`src/rtl/mjm_pkg.sv`:
```
package mjm_pkg;

  localparam int AXIS_W   = 16;
  localparam int CODE_W   = 12;
  localparam int STRAFE_W = 9;
  localparam int NLANE    = 4;

  // tan(22.5 deg) in units of 1/65536
  localparam logic [AXIS_W-1:0] TAN_NUM = 16'd27146;

  typedef logic signed [AXIS_W-1:0] axis_t;
  typedef logic [STRAFE_W-1:0]      strafe_t;
  typedef logic [CODE_W-1:0]        code_t;
  typedef logic signed [1:0]        sgn_t;

  localparam strafe_t STRAFE_RST = 9'd128;
  localparam sgn_t    SGN_POS    = 2'sb01;
  localparam sgn_t    SGN_NEG    = 2'sb11;
  localparam sgn_t    SGN_ZERO   = 2'sb00;

  // bits needed for the magnitude of a mixed wheel power
  function automatic int mag_width(input int frac);
    int a;
    int b;
    begin
      a = frac + 1;
      b = 30 - frac;
      return ((a > b) ? a : b) + 2;
    end
  endfunction

endpackage

```
`src/rtl/mjm_scale.sv`:
```
module mjm_scale import mjm_pkg::*; #(
  parameter int FRAC_BITS      = 14,
  parameter int DAC_FULL_SCALE = 4095
) (
  input  logic                                   clk,
  input  logic                                   rst_n,
  input  logic                                   in_valid,
  output logic                                   in_ready,
  input  logic [NLANE-1:0][mag_width(FRAC_BITS):0] p,
  output logic                                   out_valid,
  input  logic                                   out_ready,
  output logic [NLANE-1:0][mag_width(FRAC_BITS)+$clog2(DAC_FULL_SCALE+1)-1:0] num,
  output logic [mag_width(FRAC_BITS)-1:0]        den,
  output logic [NLANE-1:0]                       dir
);

  localparam int MAGW = mag_width(FRAC_BITS);
  localparam int PW   = MAGW + 1;
  localparam int QW   = $clog2(DAC_FULL_SCALE + 1);
  localparam int NW   = MAGW + QW;

  logic                       v_r;
  logic                       rdy;
  logic [NLANE-1:0][MAGW-1:0] mg;
  logic [MAGW-1:0]            m01, m23, m, one_u, den_nxt;
  logic [NLANE-1:0][NW-1:0]   num_r, num_nxt;
  logic [MAGW-1:0]            den_r;
  logic [NLANE-1:0]           dir_r, dir_nxt;
  logic [NLANE-1:0]           neg, nz;

  always_comb begin
    for (int i = 0; i < NLANE; i++) begin
      neg[i]     = p[i][PW-1];
      nz[i]      = |p[i];
      mg[i]      = neg[i] ? MAGW'(-$signed(p[i])) : MAGW'(p[i]);
      num_nxt[i] = NW'(mg[i]) * NW'(DAC_FULL_SCALE);
    end
    // right-hand wheels run from the negated power
    dir_nxt[0] = neg[0];
    dir_nxt[1] = !neg[1] && nz[1];
    dir_nxt[2] = neg[2];
    dir_nxt[3] = !neg[3] && nz[3];
  end

  assign m01     = (mg[0] > mg[1]) ? mg[0] : mg[1];
  assign m23     = (mg[2] > mg[3]) ? mg[2] : mg[3];
  assign m       = (m01 > m23) ? m01 : m23;
  assign one_u   = MAGW'(1) << FRAC_BITS;
  assign den_nxt = (m > one_u) ? m : one_u;

  assign rdy      = !v_r || out_ready;
  assign in_ready = rdy;

  always_ff @(posedge clk) begin
    if (!rst_n) begin
      v_r <= 1'b0;
    end else if (rdy) begin
      v_r <= in_valid;
    end
  end

  always_ff @(posedge clk) begin
    if (in_valid && rdy) begin
      num_r <= num_nxt;
      den_r <= den_nxt;
      dir_r <= dir_nxt;
    end
  end

  assign out_valid = v_r;
  assign num       = num_r;
  assign den       = den_r;
  assign dir       = dir_r;

endmodule

```
`config.mk`:
```
export PLATFORM = sky130hd
export DESIGN_NAME = mjm_scale
export DESIGN_NICKNAME = d
export VERILOG_FILES = /design/src/rtl/mjm_pkg.sv /design/src/rtl/mjm_scale.sv
export SDC_FILE = /design/constraint.sdc
export NUM_CORES = 1
export LEC_CHECK = 0
export ABC_AREA = 1
export BUFFER_PORTS_ARGS = -buffer_cell sky130_fd_sc_hd__buf_2
export CORE_ASPECT_RATIO = 1.2
export CORE_MARGIN = 5
export CORE_UTILIZATION = 30
export DETAILED_ROUTE_END_ITERATION = 12
export PLACE_DENSITY = 0.55
export SETUP_SLACK_MARGIN = 0.2
export SYNTH_ARGS = -nofsm -noshare
export SYNTH_HDL_FRONTEND = slang
export SYNTH_SLANG_ARGS = --single-unit
```
`constraint.sdc`:
```
create_clock -name clk -period 22.2 [get_ports clk]
set_input_delay 0 -clock clk [delete_from_list [all_inputs] [get_ports clk]]
set_output_delay 0 -clock clk [all_outputs]
set_load 0.1 [all_outputs]
```
==> reports/qor.yml <==
run_status:
  status: "finished clean"
yosys:
  synth_edf_count: 142
  synth_warnings: 0
  postSynth.asyncResetShare: 0
  synth-xor-area-share: 0.0574
  seq_area_frac_synth: 0.169
  synth_top_family_by_area: "adder cells"
  synthMuxAreaShare: 0
  syn_area_per_cell_um2: 9.47
  ys.flop_type: "edfxtp_1"
  synth_compound_area_frac: 0.0545
  synth_cells: 2679
  synthSimpleGateAreaFrac: 0.106
  synth_fa_ha_area_frac: 0.499
  synthDistinctLibCells: 48
  synth_seq_cells: 143
  syn_nets: 3501
  synth_area_um2: 25400
sta:
  maxSlewViolCount: 0
  min_period_over_period: 0.340
  timing.final.ws_setup_ns: 14.64
  rsz0062_at_grt: "false"
  setup_tns_ns: 0
  worst_clock_skew_ns: 0.0145
  hold_ws_ns: 0.254
  max_slew_margin: 0.422
  fin_crit_ns: 7.56
  setup_viol: 0
  worst_pin_slew_ns: 0.864
  fmax_ghz: 0.132
  final_hold_viol_count: 0
detailed_routing:
  dr.pass1.iters: 6
  drtIter0Drc: 751
  vias: 17600
  highest_layer: "met5"
  wl_met2_um: 33600
  drc: 0
  dr_wl_met3_um: 2930
  avgRoutedWirePerCell_um: 16.3
  via_per_inst: 4.34
  wl_met1_um: 28000
  totalWireLength_um: 66100
  ant_nets: 0
finish:
  area_delta_synth_final_pct: 12.8
  final_nets: 3744
  layout_common_cells: "747 x inv_1, 448 x fa_1, 315 x nand2_1"
  fin_cells: 4065
  drive_above_1_share: 0.104
  layout_commonest_cell: "inv_1"
cts:
  clock-root-buffer: "clkbuf_16"
  clock_latency_ns: 0.50
  clk_pin_slew_ns: 0.07
  numCtsBuffers: 17
  cts_tree: "yes"
  clock_path_buffers: 2
  clock-sinks: 143
  htree_levels: 4
critical_path:
  crit_family: "simple AND/OR/NAND/NOR gates"
  crit_fanout: 21
  end_kind: "flip-flop"
  worstPathArrival_ns: 7.78
  rr_startpoint: "out_valid$_SDFFE_PN0N_"
  crit_path_max_incr_delay_ns: 0.53
  cp.required_ns: 22.42
  crit_top_cell: "nand2_1"
  critPathLaunchType: "primary input"
  path_buf_inv: 7
  crit_start: "p[38]"
  critical_path_class: "primary input to flip-flop"
  slowest_stage: "dlygate4sd3_1"
floorplan:
  core_um2: 83600
  placementRows: 116
  fp.dieArea_um2: 90500
  num_io_pins: 224
  fp.dieH_um: 328
  initial_core_util: 0.303
  chipWidth_um: 275
global_routing:
  grt_usage: 0.152
  grt-ovfl-total: 0
  grt_pass1_wl_um: 106000
  antenna_found_initial: 22
  grt_start_max_net_pins: 60
  grt_pass1_vias: 19400
flow_run:
  drv_cap: 0
place:
  place_inst: 4012
  dp_slack_ns: 14.74
  place_congestion: 0.885
  portBuffers: 223
  dp_hpwl_um: 59000
min_path:
  min_from: "in_valid"
  hold_class: "primary input to flip-flop"
## synth_stat cells (4+ instances only)
master / count / area (µm²)
o21ai_0: 74 / 370
a21oi_1: 129 / 646
inv_1: 747 / 2800
fa_1: 448 / 8970
xor2_1: 112 / 981
nand4_1: 11 / 68.8
a31oi_1: 5 / 31.3
nor2_2: 13 / 81.3
a211oi_1: 5 / 37.5
nor2_1: 111 / 417
or2_2: 4 / 25.0
nand2_1: 315 / 1180
and2_1: 16 / 100
xnor2_1: 51 / 447
nand2_2: 11 / 68.8
nor3_1: 11 / 55.1
o211ai_1: 5 / 37.5
ha_1: 294 / 3680
o31ai_1: 6 / 45.0
a21boi_0: 5 / 37.5
a21o_1: 4 / 30.0
buf_2: 6 / 30.0
o21bai_1: 6 / 45.0
clkbuf_1: 6 / 22.5
nand3_1: 101 / 505
edfxtp_1: 142 / 4260
## timing repair
action | CTS | global route
hold endpoints to repair | 9 | 0
resized for setup | 0 | 0
hold buffers | 12 | 0
setup buffers | 0 | 0
## state kept, by name (all words and copies together) (netlist names)
register   cells
out_valid      1
num          120
den           18
dir            4
## cells by family after synthesis
family	after synthesis
AOI/OAI and AO/OA	252
xor gates and xnor gates	164
adders and majority gates	742
and+or+nand+nor	612
DFF	143
buffers and inverters	766
## worst register-to-register path, stage by stage (launching register included)
cell and delay [ns]:
dfxtp_1 0.34, a21oi_4 0.16, buf_4 0.43, buf_4 0.70
## final timing paths
kind                                             end  slack (ns)  cells after the start
worst max-delay path            den[2]$_SDFFCE_PP0P_       14.64                     42
worst min-delay path                num[8]$_DFFE_PP_        0.25                      4
worst max register to register     num[81]$_DFFE_PP_       20.08                      3
worst min register to register      num[8]$_DFFE_PP_        0.97                      2
## metrics by stage
| step | utilization | instance area (µm²) |
|---|---|---|
| finish | 0.342 | 28600 |
| floorplan | - | 25400 |
| detailed placement | 0.333 | 27800 |
| global placement | 0.333 | 27800 |
| CTS | 0.342 | 28600 |
| global route | 0.342 | 28600 |
## cell type report
type	instances	area (µm²)
sequential	143	4280
clock inverter	15	196
multi-input combinational	1770	18200
timing repair buffer	241	1280
clock buffer	17	425
tap	1121	1400
fill	8717	55000
antenna	9	22.5
inverter	749	2810
## layer usage
layer  vias to the layer above  GRT usage
met5                         -          0
met4                        16     0.0463
met3                        78     0.0301
met2                       303      0.268
met1                      8556      0.188
li1                       8695          -
Power is left out: the tool's default activity adds up to more than one toggle a clock period on the data nets, which glitch-free logic cannot reach.
