--- src/rtl/mjm_pkg.sv ---
package mjm_pkg;

  localparam int AXIS_W   = 16;
  localparam int CODE_W   = 12;
  localparam int STRAFE_W = 9;
  localparam int NLANE    = 4;

  // tan(22.5 deg) in units of 1/65536
  localparam logic [AXIS_W-1:0] TAN_NUM = 16'd27146;

  typedef logic signed [AXIS_W-1:0] axis_t;
  typedef logic [STRAFE_W-1:0]      strafe_t;
  typedef logic [CODE_W-1:0]        code_t;
  typedef logic signed [1:0]        sgn_t;

  localparam strafe_t STRAFE_RST = 9'd128;
  localparam sgn_t    SGN_POS    = 2'sb01;
  localparam sgn_t    SGN_NEG    = 2'sb11;
  localparam sgn_t    SGN_ZERO   = 2'sb00;

  // bits needed for the magnitude of a mixed wheel power
  function automatic int mag_width(input int frac);
    int a;
    int b;
    begin
      a = frac + 1;
      b = 30 - frac;
      return ((a > b) ? a : b) + 2;
    end
  endfunction

endpackage

--- src/rtl/mjm_div_step.sv ---
module mjm_div_step import mjm_pkg::*; #(
  parameter int NUM_W   = 30,
  parameter int DEN_W   = 18,
  parameter int Q_W     = 12,
  parameter int BIT_POS = 11
) (
  input  logic                        clk,
  input  logic                        rst_n,
  input  logic                        in_valid,
  output logic                        in_ready,
  input  logic [NLANE-1:0][NUM_W-1:0] rem_in,
  input  logic [NLANE-1:0][Q_W-1:0]   q_in,
  input  logic [DEN_W-1:0]            den_in,
  input  logic [NLANE-1:0]            dir_in,
  output logic                        out_valid,
  input  logic                        out_ready,
  output logic [NLANE-1:0][NUM_W-1:0] rem_out,
  output logic [NLANE-1:0][Q_W-1:0]   q_out,
  output logic [DEN_W-1:0]            den_out,
  output logic [NLANE-1:0]            dir_out
);

  logic                        v_r;
  logic                        rdy;
  logic [NUM_W-1:0]            dsh;
  logic [NLANE-1:0][NUM_W-1:0] rem_r, rem_nxt;
  logic [NLANE-1:0][Q_W-1:0]   q_r, q_nxt;
  logic [DEN_W-1:0]            den_r;
  logic [NLANE-1:0]            dir_r;

  assign dsh = NUM_W'(den_in) << BIT_POS;

  // one restoring step per lane
  always_comb begin
    for (int i = 0; i < NLANE; i++) begin
      if (rem_in[i] >= dsh) begin
        rem_nxt[i] = rem_in[i] - dsh;
        q_nxt[i]   = q_in[i] | (Q_W'(1) << BIT_POS);
      end else begin
        rem_nxt[i] = rem_in[i];
        q_nxt[i]   = q_in[i];
      end
    end
  end

  assign rdy      = !v_r || out_ready;
  assign in_ready = rdy;

  always_ff @(posedge clk) begin
    if (!rst_n) begin
      v_r <= 1'b0;
    end else if (rdy) begin
      v_r <= in_valid;
    end
  end

  always_ff @(posedge clk) begin
    if (in_valid && rdy) begin
      rem_r <= rem_nxt;
      q_r   <= q_nxt;
      den_r <= den_in;
      dir_r <= dir_in;
    end
  end

  assign out_valid = v_r;
  assign rem_out   = rem_r;
  assign q_out     = q_r;
  assign den_out   = den_r;
  assign dir_out   = dir_r;

endmodule

--- config.mk ---
export PLATFORM = sky130hd
export DESIGN_NAME = mjm_div_step
export DESIGN_NICKNAME = d
export VERILOG_FILES = /design/src/rtl/mjm_pkg.sv /design/src/rtl/mjm_div_step.sv
export SDC_FILE = /design/constraint.sdc
export NUM_CORES = 1
export LEC_CHECK = 0
export BUFFER_PORTS_ARGS = -buffer_cell sky130_fd_sc_hd__buf_2
export CAP_MARGIN = 20
export CORE_UTILIZATION = 50
export DETAILED_ROUTE_END_ITERATION = 7
export PLACE_DENSITY = 0.79
export SKIP_CTS_REPAIR_TIMING = 1
export SLEW_MARGIN = 20
export SYNTH_ARGS = -nofsm -noshare
export SYNTH_HDL_FRONTEND = slang
export SYNTH_SLANG_ARGS = --single-unit
--- constraint.sdc ---
create_clock -name clk -period 16.6 [get_ports clk]
set_input_delay 2.49 -clock clk [delete_from_list [all_inputs] [get_ports clk]]
set_output_delay 2.49 -clock clk [all_outputs]
set_load 0.005 [all_outputs]
==> impl_metrics.toml, run 1 <==
[global_routing]
grt_use_total_pct = 27.08
gr-total-overflow = 0
antenna_found_initial = 2
grt_pass1_vias = 8387
grt_max_degree = 87
grt_pass1_wl_um = 45130

[yosys]
synth-seq-area-share_pct = 52.85
synthMuxAreaShare_pct = 6.121
yosys.area.top_type = "edfxtp_1"
synthTopCellsByCount = "edfxtp_1, ha_1, a21oi_1, nor2_1, mux2_2"
synthSimpleGateAreaFrac_pct = 11.36
syn-num-nets = 1167
synth_top_family_by_area = "compound AO/OA/AOI/OAI gates"
ys_ff_latch = 191
synth_top_flop_cell = "edfxtp_1"
synth_cell_type_count = 74
async_flop_share_pct = 0
netlist_area_sq_mm = 0.01083
synth-compound-area-share_pct = 15.01
yosys-top-cells-area = "edfxtp_1, ha_1, mux2_2"
synth.most_common_cell = "edfxtp_1"
postSynthCellCount = 897
syn_avg_cell_area_sq_um = 12.08
synth_adder_area_share_pct = 9.054
synth-edff-count = 190
yosys_warnings = 0
synthXorXnorAreaFrac_pct = 3.557
yosys.area.top_type_share_pct = 52.66

[power]
clockPowerShare_pct = 31.0
p_leak_nw = 5.848
p_int_uw = 921.9
netSwitchingPower_uw = 380.4
power.share.switching_pct = 29.21
ir_drop_mv = 0.06780
p_seq_share_pct = 45.6
power.share.combinational_pct = 23.4
power_density_mw_per_mm2 = 95.18

[place]
gp_congestion = 0.9092
dp_hpwl_um = 23230
dp_slack_ns = 10.37
place_area_sq_mm = 0.01308
port_buffers = 385
placedCellCount = 1545

[drt]
vias_per_cell = 5.714
routedWlPerCell_um = 19.47
ant_nets = 0
via_count = 9016
drtPass1Iterations = 5
drt_iter0_markers = 599
totalWireLength_um = 30720
drc = 0

[critical_path]
path_max_fanout = 13
cp-end-kind = "register"
cp.arrival_ns = 5.64
critPathKind = "input pin to register"
startpoint_type = "input pin"
crit_required_ns = 16.78

[sta]
timing.fmax_mhz = 183.0
fin_ws_ns = 11.14
skew_ns = 0.01265
min_period_over_period_pct = 32.91
finalSetupTns_ns = 0
maxSlewHeadroom_pct = 40.76
setup_viol = 0
drv_slew = 0
finalCriticalPeriod_ns = 5.464
hold_viol_final = 0
worstMarginPinSlew_ns = 0.8886
rsz0062_at_grt = "false"

[cts]
clk_path_buf_depth = 2
cts.clk_slew.worst_paths_ns = 0.08
cts_max_level = 4
cts-root-buf = "clkbuf_16"
cts_tree = "done"
cts.sinks = 191
insertion_delay_ns = 0.43
cts_buffers = 17

[floorplanning]
die_x_um = 149.2
die_y_um = 149.2
rows = 53
dieArea_sq_mm = 0.02226
io_pins = 386
core_sq_mm = 0.02115
start_util_pct = 51.22

[final_layout]
layout-drive-gt1-share_pct = 38.10
fillers = 1655
fin_area_sq_mm = 0.01368
syn2layout_area_growth_pct = 26.30
layout.cells.non_filler = 1578
utilization_pct = 64.68
nNetsFinal = 1560

[run]
maxCapViolations = 0

[min_path]
hp-class = "register to register"

[status]
status = "completed"
per-layer routing:
layer | GRT usage (%) | vias to the layer above | part of all wire [%]
met4 | 12.70 | 2 | 3.7
met1 | 31.87 | 4259 | 39
met3 | 5.199 | 67 | 6.6
met5 | 0 | - | 0.026
met2 | 47.44 | 388 | 51
li1 | - | 4300 | -
sequential cells by signal, summed over array words and instances (netlist names):
name / cells
den_out: 18
dir_out: 4
out_valid: 1
q_out: 48
rem_out: 120
layout make-up:
class                   instances  area [sq um]  share of cell area (%)
clock buffers                  17         425.4                   3.109
diodes                          1         2.502                 0.01829
flip-flops and latches        191          5725                   41.84
multi-input cells             651          4905                   35.84
well taps                     275         344.1                   2.515
clock inverters                14         146.4                   1.070
inverters                      38         142.6                   1.042
repair buffers                391          1992                   14.56
critical path: stages:
cell      delay, ns
buf_2          0.10
inv_1          0.42
ha_1           0.36
nor2b_1        0.17
o31a_1         0.29
o21ai_1        0.28
a31oi_1        0.15
a211oi_2       0.65
buf_4          0.35
mux2_2         0.37
cell families (layout without fill, tap and decap cells):
family	Yosys count	in the layout
simple gates	234	234
other cells	0	1
mux	60	60
compound gates	237	237
flops	191	191
fa+ha+maj	76	76
buf+inv	55	460
xor+xnor	44	44
cells in the final DEF, fill, tap and decap left out, types with 10 or more instances in the layout:
master	synthesis	routed
mux2_2	49	49
a211oi_1	11	10
buf_2	6	385
mux2i_1	10	10
inv_1	38	38
nand3_1	39	39
o21ai_0	36	36
xnor2_1	27	27
o211ai_1	10	10
nor2b_1	10	10
a21oi_1	58	58
ha_1	72	72
nor3_1	10	10
edfxtp_1	190	190
o31ai_1	15	14
xor2_1	17	17
clkbuf_16	0	17
o21a_1	18	18
a21o_1	22	22
nand2_1	43	43
nor2_1	51	51
worst paths after layout:
kind | start | to | slack (ns) | cells past startpoint
worst max-delay path | den_in[1] | rem_out[75] | 11.14 | 10
worst min-delay path | out_valid | out_valid | 0.54 | 2
worst max register to register | out_valid | rem_out[104] | 14.49 | 3
worst min register to register | out_valid | out_valid | 0.54 | 2
metrics by stage:
step           total power, mW  hold WS, ns
6_report                 1.302       0.5423
5_1_grt                  1.354       0.6044
4_1_cts                  1.306       0.5500
3_5_place_dp            0.9041       0.5347
3_3_place_gp            0.8978       0.5113
2_1_floorplan           0.7930       0.5366
power by group through the flow:
stage	sequential (mW)	clock (mW)	combinational [mW]
global placement	0.604	0	0.294
finish	0.594	0.403	0.305
detailed placement	0.605	0	0.299
floorplan	0.616	0	0.177
CTS	0.595	0.409	0.302
global route	0.598	0.424	0.332
Power figures use the tool's default switching activity.
==> inputs of run 2 (changes only) <==
==> constraint.sdc (replaced) <==
create_clock -name clk -period 5.55 [get_ports clk]
set_input_delay 0.8325 -clock clk [delete_from_list [all_inputs] [get_ports clk]]
set_output_delay 0.8325 -clock clk [all_outputs]
set_load 0.005 [all_outputs]
==> impl_metrics.toml, run 2 (synthesized netlist as in run 1, its figures left out) <==
[final_layout]
nNetsFinal = 1560
layout.cells.non_filler = 1577
num_antenna_cells = 0
utilization_pct = 64.62
layout_common_cells = "buf_2, edfxtp_1, ha_1, a21oi_1, nor2_1"
final_common_cell = "buf_2"
largest_reg_flops = 120
fillers = 1642
layout-drive-gt1-share_pct = 38.02
syn2layout_area_growth_pct = 26.17

[floorplanning]
rows = 53
core_sq_mm = 0.02115
start_util_pct = 51.22
die_y_um = 149.2
die_x_um = 149.2
io_pins = 386
dieArea_sq_mm = 0.02226

[global_routing]
grt_use_total_pct = 26.85
antenna_found_initial = 0
grt_pass1_vias = 8284
gr-total-overflow = 0
grt_pass1_wl_um = 44570
grt_max_degree = 108

[cts]
clk_path_buf_depth = 2
cts_max_level = 4
cts-root-buf = "clkbuf_16"
cts.clk_slew.worst_paths_ns = 0.08
cts.sinks = 191
cts_buffers = 17
cts_tree = "done"
insertion_delay_ns = 0.43

[sta]
finalCriticalPeriod_ns = 3.737
timing.fmax_mhz = 267.6
hold_viol_final = 0
drv_slew = 0
finalSetupTns_ns = 0
setup_viol = 0
skew_ns = 0.007139
min_period_over_period_pct = 67.33
maxSlewHeadroom_pct = 28.73
worstMarginPinSlew_ns = 1.069
rsz0062_at_grt = "false"

[place]
dp_hpwl_um = 23510
gp_congestion = 0.9287
port_buffers = 385
placedCellCount = 1546

[critical_path]
r2r-start = "out_valid"
reg2reg_to = "rem_out[116]"
cp-end-kind = "register"
reg2regPathDepth = 3
rrSetupSlack_ns = 3.26
critPathKind = "input pin to register"
cp.arrival_ns = 3.92
crit_required_ns = 5.73
path_max_fanout = 11
startpoint_type = "input pin"
critPathLaunch = "den_in[12]"

[drt]
totalWireLength_um = 30730
via_count = 9040
routedWlPerCell_um = 19.49
drtPass1Iterations = 5
ant_nets = 0
drc = 0
drt_iter0_markers = 600
vias_per_cell = 5.732

[min_path]
min_to = "out_valid"
min_path_cells = 2
hp-class = "register to register"
hp-start = "out_valid"

[status]
status = "completed"

[power]
ir_drop_mv = 0.1943
power_density_mw_per_mm2 = 284.6
p_leak_nw = 5.850
power_mw = 3.890

[run]
maxCapViolations = 0
==> run 2: cell count changes in the layout (fill, tap and decap cells not counted), sizes merged <==
| cell | delta |
|---|---|
| clkinvlp | -1 |
| clkinv | +1 |
| diode | -1 |
==> run 2: where the power goes <==
group          switching (mW)  internal [mW]
clock                   0.604          0.599
sequential             0.0300           1.75
combinational           0.498          0.410
==> run 2: layer usage <==
layer	part of all wire (%)	vias to the layer above	track usage (%)
met4	2.6	0	9.592
met2	52	421	49.30
met3	7.1	55	3.884
met5	0	-	0
li1	-	4292	-
met1	38	4272	31.67
==> run 2: worst max-delay path, stage by stage <==
cell,delay [ns]
buf_2,0.12
inv_1,0.20
ha_1,0.34
a21o_1,0.26
a31oi_1,0.29
o21ai_0,0.12
a211o_1,0.33
a211oi_2,0.71
buf_4,0.34
mux2_2,0.37
==> run 2: cell type report <==
| class | instances | area, sq um | share of cell area, % |
|---|---|---|---|
| Sequential cell | 191 | 5725 | 41.89 |
| Multi-Input combinational cell | 651 | 4900 | 35.84 |
| Timing Repair Buffer | 391 | 1984 | 14.52 |
| Clock buffer | 17 | 425.4 | 3.112 |
| Tap cell | 275 | 344.1 | 2.517 |
| Clock inverter | 14 | 147.6 | 1.080 |
| Inverter | 38 | 142.6 | 1.043 |
==> run 2: stage by stage <==
stage / hold WS [ns] / setup slack, ns / instance area, sq um
after detailed placement: 0.5357 / 1.390 / 13100
after floorplan: 0.5364 / 1.786 / 10840
after CTS: 0.5485 / 1.875 / 13670
after global placement: 0.5179 / 1.476 / 13100
final: 0.5404 / 1.813 / 13670
after global routing: 0.5501 / 1.712 / 13670
==> run 2: worst max-delay path by stage <==
stage | slack [ns] | end
3_3_place_gp | 1.48 | rem_out[75]
5_1_grt | 1.71 | rem_out[73]
6_report | 1.81 | rem_out[73]
4_1_cts | 1.87 | rem_out[73]
2_1_floorplan | 1.79 | den_out[0]
3_5_place_dp | 1.39 | rem_out[73]
==> inputs of run 3 (changes only) <==
--- a/config.mk
+++ b/config.mk
@@ -5,11 +5,12 @@
 export SDC_FILE = /design/constraint.sdc
 export NUM_CORES = 1
 export LEC_CHECK = 0
+export ABC_AREA = 1
 export BUFFER_PORTS_ARGS = -buffer_cell sky130_fd_sc_hd__buf_2
 export CAP_MARGIN = 20
 export CORE_UTILIZATION = 50
 export DETAILED_ROUTE_END_ITERATION = 7
-export PLACE_DENSITY = 0.79
+export PLACE_DENSITY = 0.78
 export SKIP_CTS_REPAIR_TIMING = 1
 export SLEW_MARGIN = 20
 export SYNTH_ARGS = -nofsm -noshare
==> constraint.sdc (replaced) <==
create_clock -name clk -period 3.6 [get_ports clk]
set_input_delay 0.54 -clock clk [delete_from_list [all_inputs] [get_ports clk]]
set_output_delay 0.54 -clock clk [all_outputs]
set_load 0.005 [all_outputs]
==> impl_metrics.toml, run 3 <==
[status]
status = "completed"

[yosys]
syn_avg_cell_area_sq_um = 8.276
synth_cell_type_count = 27
synthTopCellsByCount = "nand2_1, inv_1, edfxtp_1, nor2_1, nand3_1"
synth-edff-count = 190
synth.most_common_cell = "nand2_1"
yosys.area.top_type = "edfxtp_1"
yosys-top-cells-area = "edfxtp_1, nand2_1, ha_1"
async_flop_share_pct = 0
yosys_warnings = 0
yosys.area.top_type_share_pct = 48.27
netlist_area_sq_mm = 0.01182
synth_top_flop_cell = "edfxtp_1"
ys_ff_latch = 191
synth-seq-area-share_pct = 48.44
syn-num-nets = 1698
postSynthCellCount = 1428

[critical_path]
cp_slowest_cell = "nand4_2"
startpoint_type = "input pin"
cp_common_cell = "nand2_1"
crit_required_ns = 3.80
cp.arrival_ns = 2.68
critical-path-top-delay-family = "simple AND/OR/NAND/NOR gates"
cp_slowest_stage_delay_ns = 0.47
cp.buffers_inverters = 3
cp_cell_sequence = "buf_2 > inv_1 > ha_1 > nand2_1 > nand3_1 > nand3_1 > nand4_2 > buf_4 > nand2_1 > nand2_1"
critPathKind = "input pin to register"
cp-end-kind = "register"
path_max_fanout = 17

[sta]
drv_slew = 0
maxSlewHeadroom_pct = 52.85
timing.fmax_mhz = 402.9
hold_viol_final = 0
worstMarginPinSlew_ns = 0.7056
skew_ns = 0.02254
setup_viol = 0
min_period_over_period_pct = 68.95
finalCriticalPeriod_ns = 2.482
rsz0062_at_grt = "false"

[global_routing]
grt_pass1_wl_um = 52870
grt_max_degree = 68
antenna_found_initial = 1
grt_use_total_pct = 28.73
grt_pass1_vias = 10530
gr-total-overflow = 0

[floorplanning]
start_util_pct = 51.58
rows = 55
core_sq_mm = 0.02292
dieArea_sq_mm = 0.02426
io_pins = 386
die_y_um = 155.7
die_x_um = 155.7

[drt]
via_count = 10950
routedWlPerCell_um = 16.13
vias_per_cell = 5.081
drt_iter0_markers = 744
drtPass1Iterations = 5
totalWireLength_um = 34760
ant_nets = 0
drc = 0

[cts]
cts_tree = "done"
cts.sinks = 191
cts.clk_slew.worst_paths_ns = 0.08
clk_path_buf_depth = 2
insertion_delay_ns = 0.45
cts_max_level = 4
cts-root-buf = "clkbuf_16"
cts_buffers = 17

[power]
power_density_mw_per_mm2 = 416.6
ir_drop_mv = 0.2833
p_leak_nw = 7.495
power_mw = 6.140

[min_path]
hp-class = "input pin to register"

[final_layout]
nNetsFinal = 2098
largest_reg_flops = 120
layout_common_cells = "nand2_1, buf_2, inv_1, edfxtp_1, nor2_1"
seqCellArea_sq_mm = 0.005725
layout-drive-gt1-share_pct = 24.61
utilization_pct = 64.32
syn2layout_area_growth_pct = 24.72
fillers = 2045
final_common_cell = "nand2_1"
multiInputGateArea_sq_mm = 0.005214

[run]
maxCapViolations = 0

[place]
port_buffers = 385
dp_hpwl_um = 27350
gp_congestion = 0.9532
-- run 3: cell count changes after synthesis, sizes merged, moves of 22 or more --
cell | previous run | this run
nor2 | 51 | 119
a21o | 22 | 0
nand2 | 44 | 561
o21ai | 38 | 4
inv | 38 | 206
nand3 | 39 | 89
mux2 | 50 | 0
xnor2 | 27 | 4
-- run 3: worst reg2reg max path, cell delays in order (launching register included) --
cell,delay (ns)
dfxtp_1,0.35
a21oi_4,0.59
buf_12,0.40
-- run 3: path summary, 6_finish.rpt --
path | from | to | slack, ns | cells after the start
setup / recovery | den_in[2] | rem_out[78] | 1.12 | 10
hold reg to reg | out_valid | out_valid | 0.57 | 2
hold / removal | q_in[21] | q_out[21] | 0.26 | 1
setup reg to reg | out_valid | rem_out[85] | 1.88 | 2
-- run 3: cell type report --
class,count,area share [%]
Antenna cell,1,0.01698
Sequential cell,191,38.84
Clock inverter,14,1.103
Tap cell,313,2.657
Clock buffer,18,2.911
Multi-Input combinational cell,1019,35.37
Inverter,206,5.365
Timing Repair Buffer,393,13.73
-- run 3: kinds of logic (layout without fill, tap and decap cells) --
family | count (synthesis) | count (layout) | synth area share (%)
and+or+nand+nor | 829 | 829 | 29.18
buffers and inverters | 218 | 631 | 7.538
DFF | 191 | 191 | 48.44
AOI/OAI and AO/OA | 78 | 78 | 3.875
adders and majority gates | 76 | 76 | 8.300
xor gates and xnor gates | 36 | 36 | 2.668
other | 0 | 1 | 0
-- run 3: metal layers --
metal  global-route usage (%)  wire [um]
met1                    33.37      13610
met5                        0          0
met2                    50.91      17200
met4                    14.47       1609
met3                    5.083       2337
-- run 3: metrics by stage --
step	setup slack, ns	std cells	setup TNS, ns	hold slack (ns)	area (sq um)
finish	1.118	2155	0	0.2627	14740
global route	0.9027	2155	0	0.2565	14740
CTS	1.153	2154	0	0.2628	14740
detailed placement	0.6898	2122	0	0.5555	14150
global placement	0.7236	2122	0	0.5235	14150
floorplan	-0.5123	1428	-97.34	0.5552	11840
-- run 3: power breakdown --
group	leakage (nW)	switching, mW	internal (mW)	total, mW
Combinational	5.36	0.909	0.559	1.47
Sequential	1.85	0.0479	2.69	2.74
Clock	0.286	0.942	0.991	1.93
Total	7.50	1.90	4.24	6.14
