[config.mk]
export PLATFORM = sky130hd
export DESIGN_NAME = mjm_mix
export DESIGN_NICKNAME = d
export VERILOG_FILES = /design/src/rtl/mjm_pkg.sv /design/src/rtl/mjm_mix.sv
export SDC_FILE = /design/constraint.sdc
export NUM_CORES = 1
export LEC_CHECK = 0
export ABC_AREA = 1
export BUFFER_PORTS_ARGS = -buffer_cell sky130_fd_sc_hd__buf_2
export CORE_ASPECT_RATIO = 0.7
export CORE_UTILIZATION = 49
export DETAILED_ROUTE_END_ITERATION = 16
export PLACE_DENSITY = 0.76
export SLEW_MARGIN = 20
export SYNTH_ARGS = -nofsm -noshare
export SYNTH_HDL_FRONTEND = slang
export SYNTH_SLANG_ARGS = --single-unit
[constraint.sdc]
create_clock -name clk -period 10.1 [get_ports clk]
set_input_delay 2.02 -clock clk [delete_from_list [all_inputs] [get_ports clk]]
set_output_delay 2.02 -clock clk [all_outputs]
set_load 0.03 [all_outputs]
[src/rtl/mjm_pkg.sv]
package mjm_pkg;

  localparam int AXIS_W   = 16;
  localparam int CODE_W   = 12;
  localparam int STRAFE_W = 9;
  localparam int NLANE    = 4;

  // tan(22.5 deg) in units of 1/65536
  localparam logic [AXIS_W-1:0] TAN_NUM = 16'd27146;

  typedef logic signed [AXIS_W-1:0] axis_t;
  typedef logic [STRAFE_W-1:0]      strafe_t;
  typedef logic [CODE_W-1:0]        code_t;
  typedef logic signed [1:0]        sgn_t;

  localparam strafe_t STRAFE_RST = 9'd128;
  localparam sgn_t    SGN_POS    = 2'sb01;
  localparam sgn_t    SGN_NEG    = 2'sb11;
  localparam sgn_t    SGN_ZERO   = 2'sb00;

  // bits needed for the magnitude of a mixed wheel power
  function automatic int mag_width(input int frac);
    int a;
    int b;
    begin
      a = frac + 1;
      b = 30 - frac;
      return ((a > b) ? a : b) + 2;
    end
  endfunction

endpackage

[src/rtl/mjm_mix.sv]
module mjm_mix import mjm_pkg::*; #(
  parameter int FRAC_BITS = 14
) (
  input  logic                                        clk,
  input  logic                                        rst_n,
  input  logic                                        in_valid,
  output logic                                        in_ready,
  input  axis_t                                       x_in,
  input  axis_t                                       y_in,
  input  axis_t                                       turn_in,
  input  strafe_t                                     strafe,
  output logic                                        out_valid,
  input  logic                                        out_ready,
  output logic [NLANE-1:0][mag_width(FRAC_BITS):0]    p
);

  localparam int MAGW = mag_width(FRAC_BITS);
  localparam int PW   = MAGW + 1;
  localparam int TTW  = 31 - FRAC_BITS;
  localparam int SQW  = 2 * AXIS_W - 1;

  function automatic sgn_t sign_of(input axis_t v);
    begin
      if (v > 0) return SGN_POS;
      else if (v < 0) return SGN_NEG;
      else return SGN_ZERO;
    end
  endfunction

  // stage 1: direction snap and turn square
  logic                     v1_r;
  sgn_t                     sx_r, sx_nxt;
  sgn_t                     sy_r, sy_nxt;
  sgn_t                     ts_r;
  logic [TTW-1:0]           ttm_r, ttm_nxt;
  logic                     rdy1, rdy2;

  logic [AXIS_W-1:0]        ax, ay;
  logic [2*AXIS_W-1:0]      lhs_h, rhs_h, lhs_v, rhs_v;
  logic                     horiz, vert;
  logic signed [2*AXIS_W-1:0] sq;
  logic [SQW-1:0]           sqm;

  assign ax    = x_in[AXIS_W-1] ? AXIS_W'(~x_in + 1'b1) : AXIS_W'(x_in);
  assign ay    = y_in[AXIS_W-1] ? AXIS_W'(~y_in + 1'b1) : AXIS_W'(y_in);
  assign lhs_h = {ay, {AXIS_W{1'b0}}};
  assign rhs_h = (2*AXIS_W)'(ax) * (2*AXIS_W)'(TAN_NUM);
  assign lhs_v = {ax, {AXIS_W{1'b0}}};
  assign rhs_v = (2*AXIS_W)'(ay) * (2*AXIS_W)'(TAN_NUM);
  assign horiz = lhs_h < rhs_h;
  assign vert  = lhs_v < rhs_v;
  assign sq    = (2*AXIS_W)'(turn_in) * (2*AXIS_W)'(turn_in);
  assign sqm   = sq[SQW-1:0];

  // centre falls through to diagonal with both signs zero
  always_comb begin
    sx_nxt  = vert  ? SGN_ZERO : sign_of(x_in);
    sy_nxt  = horiz ? SGN_ZERO : sign_of(y_in);
    ttm_nxt = sqm[SQW-1:FRAC_BITS];
  end

  assign rdy1     = !v1_r || rdy2;
  assign in_ready = rdy1;

  always_ff @(posedge clk) begin
    if (!rst_n) begin
      v1_r <= 1'b0;
    end else if (rdy1) begin
      v1_r <= in_valid;
    end
  end

  always_ff @(posedge clk) begin
    if (in_valid && rdy1) begin
      sx_r  <= sx_nxt;
      sy_r  <= sy_nxt;
      ts_r  <= sign_of(turn_in);
      ttm_r <= ttm_nxt;
    end
  end

  // stage 2: wheel mix
  logic                       v2_r;
  logic [NLANE-1:0][PW-1:0]   p_r, p_nxt;
  logic signed [PW-1:0]       txm, tx, ty, tt, ttm_s, one_s;

  assign txm   = $signed(PW'(strafe) << (FRAC_BITS - 8));
  assign one_s = $signed(PW'(1) << FRAC_BITS);
  assign ttm_s = $signed(PW'(ttm_r));

  always_comb begin
    case (sx_r)
      SGN_POS: tx = txm;
      SGN_NEG: tx = -txm;
      default: tx = '0;
    endcase
    case (sy_r)
      SGN_POS: ty = one_s;
      SGN_NEG: ty = -one_s;
      default: ty = '0;
    endcase
    case (ts_r)
      SGN_POS: tt = ttm_s;
      SGN_NEG: tt = -ttm_s;
      default: tt = '0;
    endcase
    p_nxt[0] = ty + tx + tt;
    p_nxt[1] = ty - tx - tt;
    p_nxt[2] = ty - tx + tt;
    p_nxt[3] = ty + tx - tt;
  end

  assign rdy2 = !v2_r || out_ready;

  always_ff @(posedge clk) begin
    if (!rst_n) begin
      v2_r <= 1'b0;
    end else if (rdy2) begin
      v2_r <= v1_r;
    end
  end

  always_ff @(posedge clk) begin
    if (v1_r && rdy2) begin
      p_r <= p_nxt;
    end
  end

  assign out_valid = v2_r;
  assign p         = p_r;

endmodule

==> results of run 1 <==
-- routing by layer --
| layer | share of wire (%) | global-route usage, % | up-vias | wire length (µm) |
|---|---|---|---|---|
| met2 | 40 | 35.2 | 674 | 24000 |
| met3 | 8.8 | 5.30 | 61 | 5310 |
| met4 | 1.1 | 3.45 | 2 | 648 |
| met1 | 50 | 37.0 | 9335 | 30400 |
| li1 | - | - | 9885 | - |
| met5 | 0.022 | 0 | - | 13 |
-- cell usage in the layout (no fill, tap or decap), types with 5 or more instances in the layout --
cell	instances
inv_1	802
nand2_1	550
ha_1	398
fa_1	309
nor2_1	205
a21oi_1	154
buf_2	138
xor2_1	106
nand3_1	100
edfxtp_1	84
o21ai_0	71
nand4_1	46
xnor2_1	44
nor3_1	41
nor4_1	16
o21bai_1	12
a21o_1	12
buf_4	12
a31oi_1	11
nand2_2	11
nand3_2	9
clkbuf_16	9
nor3_2	7
o21ai_1	6
nor2_4	6
or2_2	5
o31ai_1	5
a221oi_1	5
-- worst min-delay path by stage --
stage              start         to  slack (ns)
2_1_floorplan       v1_r  out_valid        0.45
3_3_place_gp   out_valid  out_valid        0.52
3_5_place_dp        v1_r       v1_r        0.52
4_1_cts             v1_r       v1_r        0.53
5_1_grt        out_valid  out_valid        0.56
6_report            v1_r       v1_r        0.53
-- cell families after synthesis --
logic type | count (synthesis) | synth area share, %
AOI/OAI and AO/OA | 311 | 7.29
buffers and inverters | 876 | 13.7
adders and majority gates | 707 | 45.4
DFF | 86 | 10.4
xor gates and xnor gates | 151 | 5.41
and+or+nand+nor | 1008 | 17.7
-- stage by stage --
stage	cells	util, %	hold slack, ns	setup slack [ns]	instance area (µm²)
2_1_floorplan	3139	-	0.447	2.17	24600
3_3_place_gp	3883	52.3	0.515	1.33	25800
3_5_place_dp	3883	52.3	0.522	1.26	25800
4_1_cts	3899	52.9	0.532	1.62	26100
5_1_grt	3900	52.9	0.559	1.00	26100
6_report	3900	52.9	0.531	1.55	26100
-- flip-flops by register name, summed over array words and instances, names as in the netlist --
signal	cells
out_valid	1
sx_r	2
p	61
v1_r	1
ts_r	2
sy_r	2
ttm_r	17
-- critical path: cells and delay by family --
kind / cells / cell delay, ns
fa+ha+maj: 9 / 3.02
buf+inv: 9 / 0.85
compound gates: 3 / 0.36
xor+xnor: 2 / 0.64
simple gates: 13 / 1.75
-- area by class of cell --
class | count | area (µm²)
timing repair buffer | 150 | 781
tap | 665 | 832
inverter | 805 | 3020
sequential | 86 | 2560
clock inverter | 6 | 52.6
antenna | 1 | 2.50
clock buffer | 10 | 239
multi-input combinational | 2177 | 18600
fill | 4664 | 23300
==> metrics.json, run 1 <==
{
  "run_status": {"value": "finished clean"},
  "die_area": {"value": 51100, "unit": "µm²"},
  "hpwl": {"value": 52100, "unit": "µm"},
  "cts.repair_timing.setup_buffer_count": {"value": 0},
  "hold_critical_path_depth": {"value": 2},
  "cts_resizes": {"value": 0},
  "cts_tree": {"value": "yes"},
  "synth_cell_types": {"value": 57},
  "criticalPathCategory": {"value": "primary input to flop"},
  "number_of_max_slew_violations_in_the_final_report": {"value": 0},
  "ff2ff_path_depth": {"value": 18},
  "reg_clk_slew_reported_paths": {"value": 0.07, "unit": "ns"},
  "synth.most_common_cell": {"value": "inv_1"},
  "dieWidth": {"value": 270, "unit": "µm"},
  "synth_cells": {"value": 3139},
  "finalWorstPathRequiredPeriod": {"value": 8.55, "unit": "ns"},
  "drcViolationCount": {"value": 0},
  "cts-htree-levels": {"value": 3},
  "grt_setup_unrepaired": {"value": "no"},
  "required_worst_endpoint": {"value": 10.20, "unit": "ns"},
  "worstMarginPinSlew": {"value": 1.06, "unit": "ns"},
  "proportion_of_layout_cells_with_a_drive_suffix_above_1": {"value": 7.02, "unit": "%"},
  "fp-row-count": {"value": 68},
  "critPathArrivalTime": {"value": 8.65, "unit": "ns"},
  "setup_tns": {"value": 0, "unit": "ns"},
  "synth_seq_area_share": {"value": 10.4, "unit": "%"},
  "synth.net_count": {"value": 3907},
  "capture_point_of_the_worst_reg_to_reg_path": {"value": "p[36]"},
  "min-delay-path-class": {"value": "flop to flop"},
  "initial_utilization": {"value": 49.7, "unit": "%"},
  "yosysWarnings": {"value": 0},
  "post_synth_main_area_contributors": {"value": "fa_1, ha_1, inv_1, edfxtp_1, nand2_1"},
  "source_to_sink_clock_delay_at_the_later_pin_of_the_worst_skew_pair": {"value": 0.36, "unit": "ns"},
  "drt-wirelength-per-cell": {"value": 15.5, "unit": "µm"},
  "antenna_violating_nets_post_route": {"value": 0},
  "first_global_vias": {"value": 19582},
  "synth.largest_area_cell": {"value": "fa_1"},
  "vias": {"value": 19957},
  "worst_clock_skew": {"value": 0.0112, "unit": "ns"},
  "drt_pre_antenna_iters": {"value": 6},
  "largest_net_degree_at_the_start_of_global_routing": {"value": 62},
  "cts-hold-fix-buffers": {"value": 0},
  "worstSetupEndpointType": {"value": "flop"},
  "cp_common_cell": {"value": "inv_1"},
  "ctsLongestPathBuffers": {"value": 2},
  "number_of_enable_type_register_cells_in_the_synthesized_netlist": {"value": 84},
  "cts_sinks": {"value": 86},
  "clk_root_buf": {"value": "clkbuf_16"},
  "setup.worst_path.start": {"value": "y_in[0]"},
  "async_reset_ff_share": {"value": 0, "unit": "%"},
  "critical_path.max_stage_delay": {"value": 0.55, "unit": "ns"},
  "synth_top_area_share": {"value": 25.2, "unit": "%"},
  "layout-area-overhead-vs-synth": {"value": 6.36, "unit": "%"},
  "timing.max_cap.violations": {"value": 0},
  "timing.critical_path.fanout_max": {"value": 8},
  "grt_first_pass_wirelength": {"value": 100000, "unit": "µm"},
  "max-slew-margin-rel": {"value": 29.3, "unit": "%"},
  "final_setup_fails": {"value": 0},
  "crit_path_start_kind": {"value": "primary input"},
  "rr_startpoint": {"value": "sx_r[1]"},
  "num_io_pins": {"value": 139},
  "post_synth_instance_area": {"value": 24600, "unit": "µm²"},
  "worstSetupEndpoint": {"value": "sx_r[1]"},
  "core_region_area": {"value": 49400, "unit": "µm²"},
  "synth.ff_latch_count": {"value": 86},
  "worst_path_max_delay_cell": {"value": "fa_1"},
  "routed_via_density": {"value": 5.12},
  "num-nets-final": {"value": 3997},
  "cts_inserted_buffers": {"value": 9},
  "period_share": {"value": 84.7, "unit": "%"},
  "timing.final.hold_violations": {"value": 0},
  "track_usage": {"value": 24.2, "unit": "%"},
  "fmax": {"value": 117, "unit": "MHz"},
  "postSynthAreaPerCell": {"value": 7.83, "unit": "µm²"},
  "postRouteWirelength": {"value": 60300, "unit": "µm"},
  "regToRegSetupSlack": {"value": 5.91, "unit": "ns"},
  "numPortBuffers": {"value": 138},
  "grt_antenna_before_repair": {"value": 2},
  "synthFlopType": {"value": "edfxtp_1"},
  "gr-total-overflow": {"value": 0},
  "ys_top_cells_by_count": {"value": "inv_1, nand2_1, ha_1"},
  "gp_congestion": {"value": 0.993},
  "first_iter_violations": {"value": 1538},
  "die_height": {"value": 189, "unit": "µm"}
}
Power of run 1 is left out: the tool's default activity adds up to more than one toggle a clock period on the data nets, which glitch-free logic cannot reach.
==> run 2, diff against run 1 <==
==> constraint.sdc (replaced) <==
create_clock -name clk -period 7.9 [get_ports clk]
set_input_delay 1.58 -clock clk [delete_from_list [all_inputs] [get_ports clk]]
set_output_delay 1.58 -clock clk [all_outputs]
set_load 0.03 [all_outputs]
==> metrics.json, run 2 (synthesis results as in run 1) <==
{
  "layout-area-overhead-vs-synth": {"value": 8.92, "unit": "%", "change": "was 6.36%"},
  "grt_first_pass_wirelength": {"value": 101000, "unit": "µm", "change": "was 100000 µm"},
  "vias": {"value": 20214, "change": "was 19957"},
  "required_worst_endpoint": {"value": 8.00, "unit": "ns", "change": "was 10.20 ns"},
  "initial_utilization": {"value": 49.7, "unit": "%", "change": "unchanged"},
  "largest_register_ffs": {"value": 61, "change": "unchanged"},
  "place_area": {"value": 26300, "unit": "µm²", "change": "was 25800 µm²"},
  "worst_hold_startpoint": {"value": "out_valid", "change": "was v1_r"},
  "fmax": {"value": 132, "unit": "MHz"},
  "rr_startpoint": {"value": "sx_r[1]", "change": "unchanged"},
  "dieWidth": {"value": 270, "unit": "µm", "change": "unchanged"},
  "crit_path_start_kind": {"value": "primary input", "change": "unchanged"},
  "placed_cells_incl_taps": {"value": 3939, "change": "was 3883"},
  "criticalPathCategory": {"value": "primary input to flop", "change": "unchanged"},
  "critical_path.max_stage_delay": {"value": 0.54, "unit": "ns", "change": "was 0.55 ns"},
  "cp_common_cell": {"value": "ha_1", "change": "was inv_1"},
  "clk_root_buf": {"value": "clkbuf_16", "change": "unchanged"},
  "largest_net_degree_at_the_start_of_global_routing": {"value": 62, "change": "unchanged"},
  "worst_path_max_delay_cell": {"value": "fa_1", "change": "unchanged"},
  "grt_antenna_before_repair": {"value": 1, "change": "was 2"},
  "finalHoldWorstSlack": {"value": 0.527, "unit": "ns", "change": "was 0.531 ns"},
  "gp_congestion": {"value": 1.01, "change": "was 0.993"},
  "met3_usage": {"value": 5.16, "unit": "%", "change": "was 5.30%"},
  "postRouteWirelength": {"value": 61200, "unit": "µm", "change": "was 60300 µm"},
  "period_share": {"value": 95.9, "unit": "%"},
  "ctsLongestPathBuffers": {"value": 2, "change": "unchanged"},
  "timing.final.hold_violations": {"value": 0, "change": "unchanged"},
  "min-delay-path-class": {"value": "flop to flop", "change": "unchanged"},
  "leading_cell_types_in_the_layout_fill_and_taps_excluded": {"value": "inv_1, nand2_1, ha_1", "change": "unchanged"},
  "timing.max_cap.violations": {"value": 0, "change": "unchanged"},
  "die_height": {"value": 189, "unit": "µm", "change": "unchanged"},
  "drt-wirelength-per-cell": {"value": 15.5, "unit": "µm", "change": "about the same"},
  "die_area": {"value": 51100, "unit": "µm²", "change": "unchanged"},
  "worst_clock_skew": {"value": 0.0145, "unit": "ns", "change": "was 0.0112 ns"},
  "fp-row-count": {"value": 68, "change": "unchanged"},
  "number_of_max_slew_violations_in_the_final_report": {"value": 0, "change": "unchanged"},
  "track_usage": {"value": 24.6, "unit": "%", "change": "was 24.2%"},
  "antenna_violating_nets_post_route": {"value": 0, "change": "unchanged"},
  "reg_clk_slew_reported_paths": {"value": 0.07, "unit": "ns", "change": "about the same"},
  "cts_inserted_buffers": {"value": 9, "change": "unchanged"},
  "setup.worst_path.start": {"value": "y_in[2]", "change": "was y_in[0]"},
  "core_region_area": {"value": 49400, "unit": "µm²", "change": "unchanged"},
  "drt_pre_antenna_iters": {"value": 5, "change": "was 6"},
  "num-fill-cells": {"value": 4523, "change": "was 4664"},
  "top_usage_layer": {"value": "met1", "change": "unchanged"},
  "setup_tns": {"value": 0, "unit": "ns", "change": "unchanged"},
  "finalWorstPathRequiredPeriod": {"value": 7.58, "unit": "ns"},
  "timing.critical_path.fanout_max": {"value": 4, "change": "was 8"},
  "finalInstanceArea": {"value": 26800, "unit": "µm²", "change": "was 26100 µm²"},
  "worstMarginPinSlew": {"value": 0.981, "unit": "ns", "change": "was 1.06 ns"},
  "gr-total-overflow": {"value": 0, "change": "unchanged"},
  "cts-htree-levels": {"value": 3, "change": "unchanged"},
  "drcViolationCount": {"value": 0, "change": "unchanged"},
  "proportion_of_layout_cells_with_a_drive_suffix_above_1": {"value": 9.72, "unit": "%", "change": "was 7.02%"},
  "hpwl": {"value": 53000, "unit": "µm", "change": "was 52100 µm"},
  "final-instance-count-excl-fill": {"value": 3958, "change": "was 3900"},
  "run_status": {"value": "finished clean", "change": "unchanged"},
  "num_io_pins": {"value": 139, "change": "unchanged"},
  "worstSetupEndpointType": {"value": "flop", "change": "unchanged"},
  "num-nets-final": {"value": 4055, "change": "was 3997"},
  "routed_via_density": {"value": 5.11, "change": "was 5.12"},
  "grt_use_met1": {"value": 37.3, "unit": "%", "change": "was 37.0%"},
  "numPortBuffers": {"value": 138, "change": "unchanged"},
  "layout.cells.most_common": {"value": "inv_1", "change": "unchanged"},
  "first_global_vias": {"value": 19948, "change": "was 19582"},
  "critPathArrivalTime": {"value": 7.68, "unit": "ns", "change": "was 8.65 ns"},
  "source_to_sink_clock_delay_at_the_later_pin_of_the_worst_skew_pair": {"value": 0.36, "unit": "ns", "change": "about the same"},
  "grtUsageMet2": {"value": 36.5, "unit": "%", "change": "was 35.2%"},
  "first_iter_violations": {"value": 1909, "change": "was 1538"},
  "cts_sinks": {"value": 86, "change": "unchanged"},
  "max-slew-margin-rel": {"value": 34.5, "unit": "%", "change": "was 29.3%"},
  "cts_tree": {"value": "yes", "change": "unchanged"},
  "cts-hold-fix-buffers": {"value": 0, "change": "unchanged"},
  "final_setup_fails": {"value": 0, "change": "unchanged"}
}
==> run 2: cell types whose count changed in the layout (fill, tap and decap cells not counted), sizes merged <==
cell      delta
clkinv       +1
bufinv       +1
clkbuf       -1
clkinvlp     -1
buf         +58
==> run 2: layout make-up <==
cell class	instances	area, µm²	area share, %
inverter	805	3020	11.3
multi-input combinational	2177	18800	70.3
clock buffer	9	225	0.841
clock inverter	7	80.1	0.299
antenna	1	2.50	0.00935
tap	665	832	3.11
timing repair buffer	208	1220	4.54
sequential	86	2560	9.57
==> run 2: timing repair <==
action / in CTS / in global routing
resized for setup: 0 / 42
setup buffers: 0 / 2
endpoints found under the setup margin: 0 / 4
==> run 2: worst max-delay path: cells and delay by family <==
family | cells | cell delay, ns
XOR/XNOR | 2 | 0.48
AND/OR/NAND/NOR | 10 | 1.18
buffers and inverters | 4 | 0.38
AO/OA/AOI/OAI | 7 | 1.15
adder cells (fa/ha/maj) | 8 | 2.92
==> run 2: routing by layer <==
metal,share of wire (%),vias up
li1,-,10007
met1,50,9409
met2,40,755
met3,8.9,43
met4,1.0,0
met5,0,-
==> run 2: stage by stage <==
| stage | worst slack [ns] | utilization [%] |
|---|---|---|
| after floorplan | 0.411 | - |
| after global placement | 0.115 | 53.1 |
| after detailed placement | -0.104 | 53.1 |
| after CTS | 0.223 | 53.8 |
| after global routing | -0.0651 | 54.2 |
| final | 0.321 | 54.2 |
==> run 2: path summary, 6_finish.rpt <==
| path | endpoint | slack, ns | depth (start not counted) |
|---|---|---|---|
| hold reg to reg | out_valid | 0.53 | 2 |
| setup reg to reg | p[36] | 3.86 | 18 |
| setup / recovery | sx_r[1] | 0.32 | 31 |
| hold / removal | out_valid | 0.53 | 2 |
Power of run 2 is left out for the same reason.
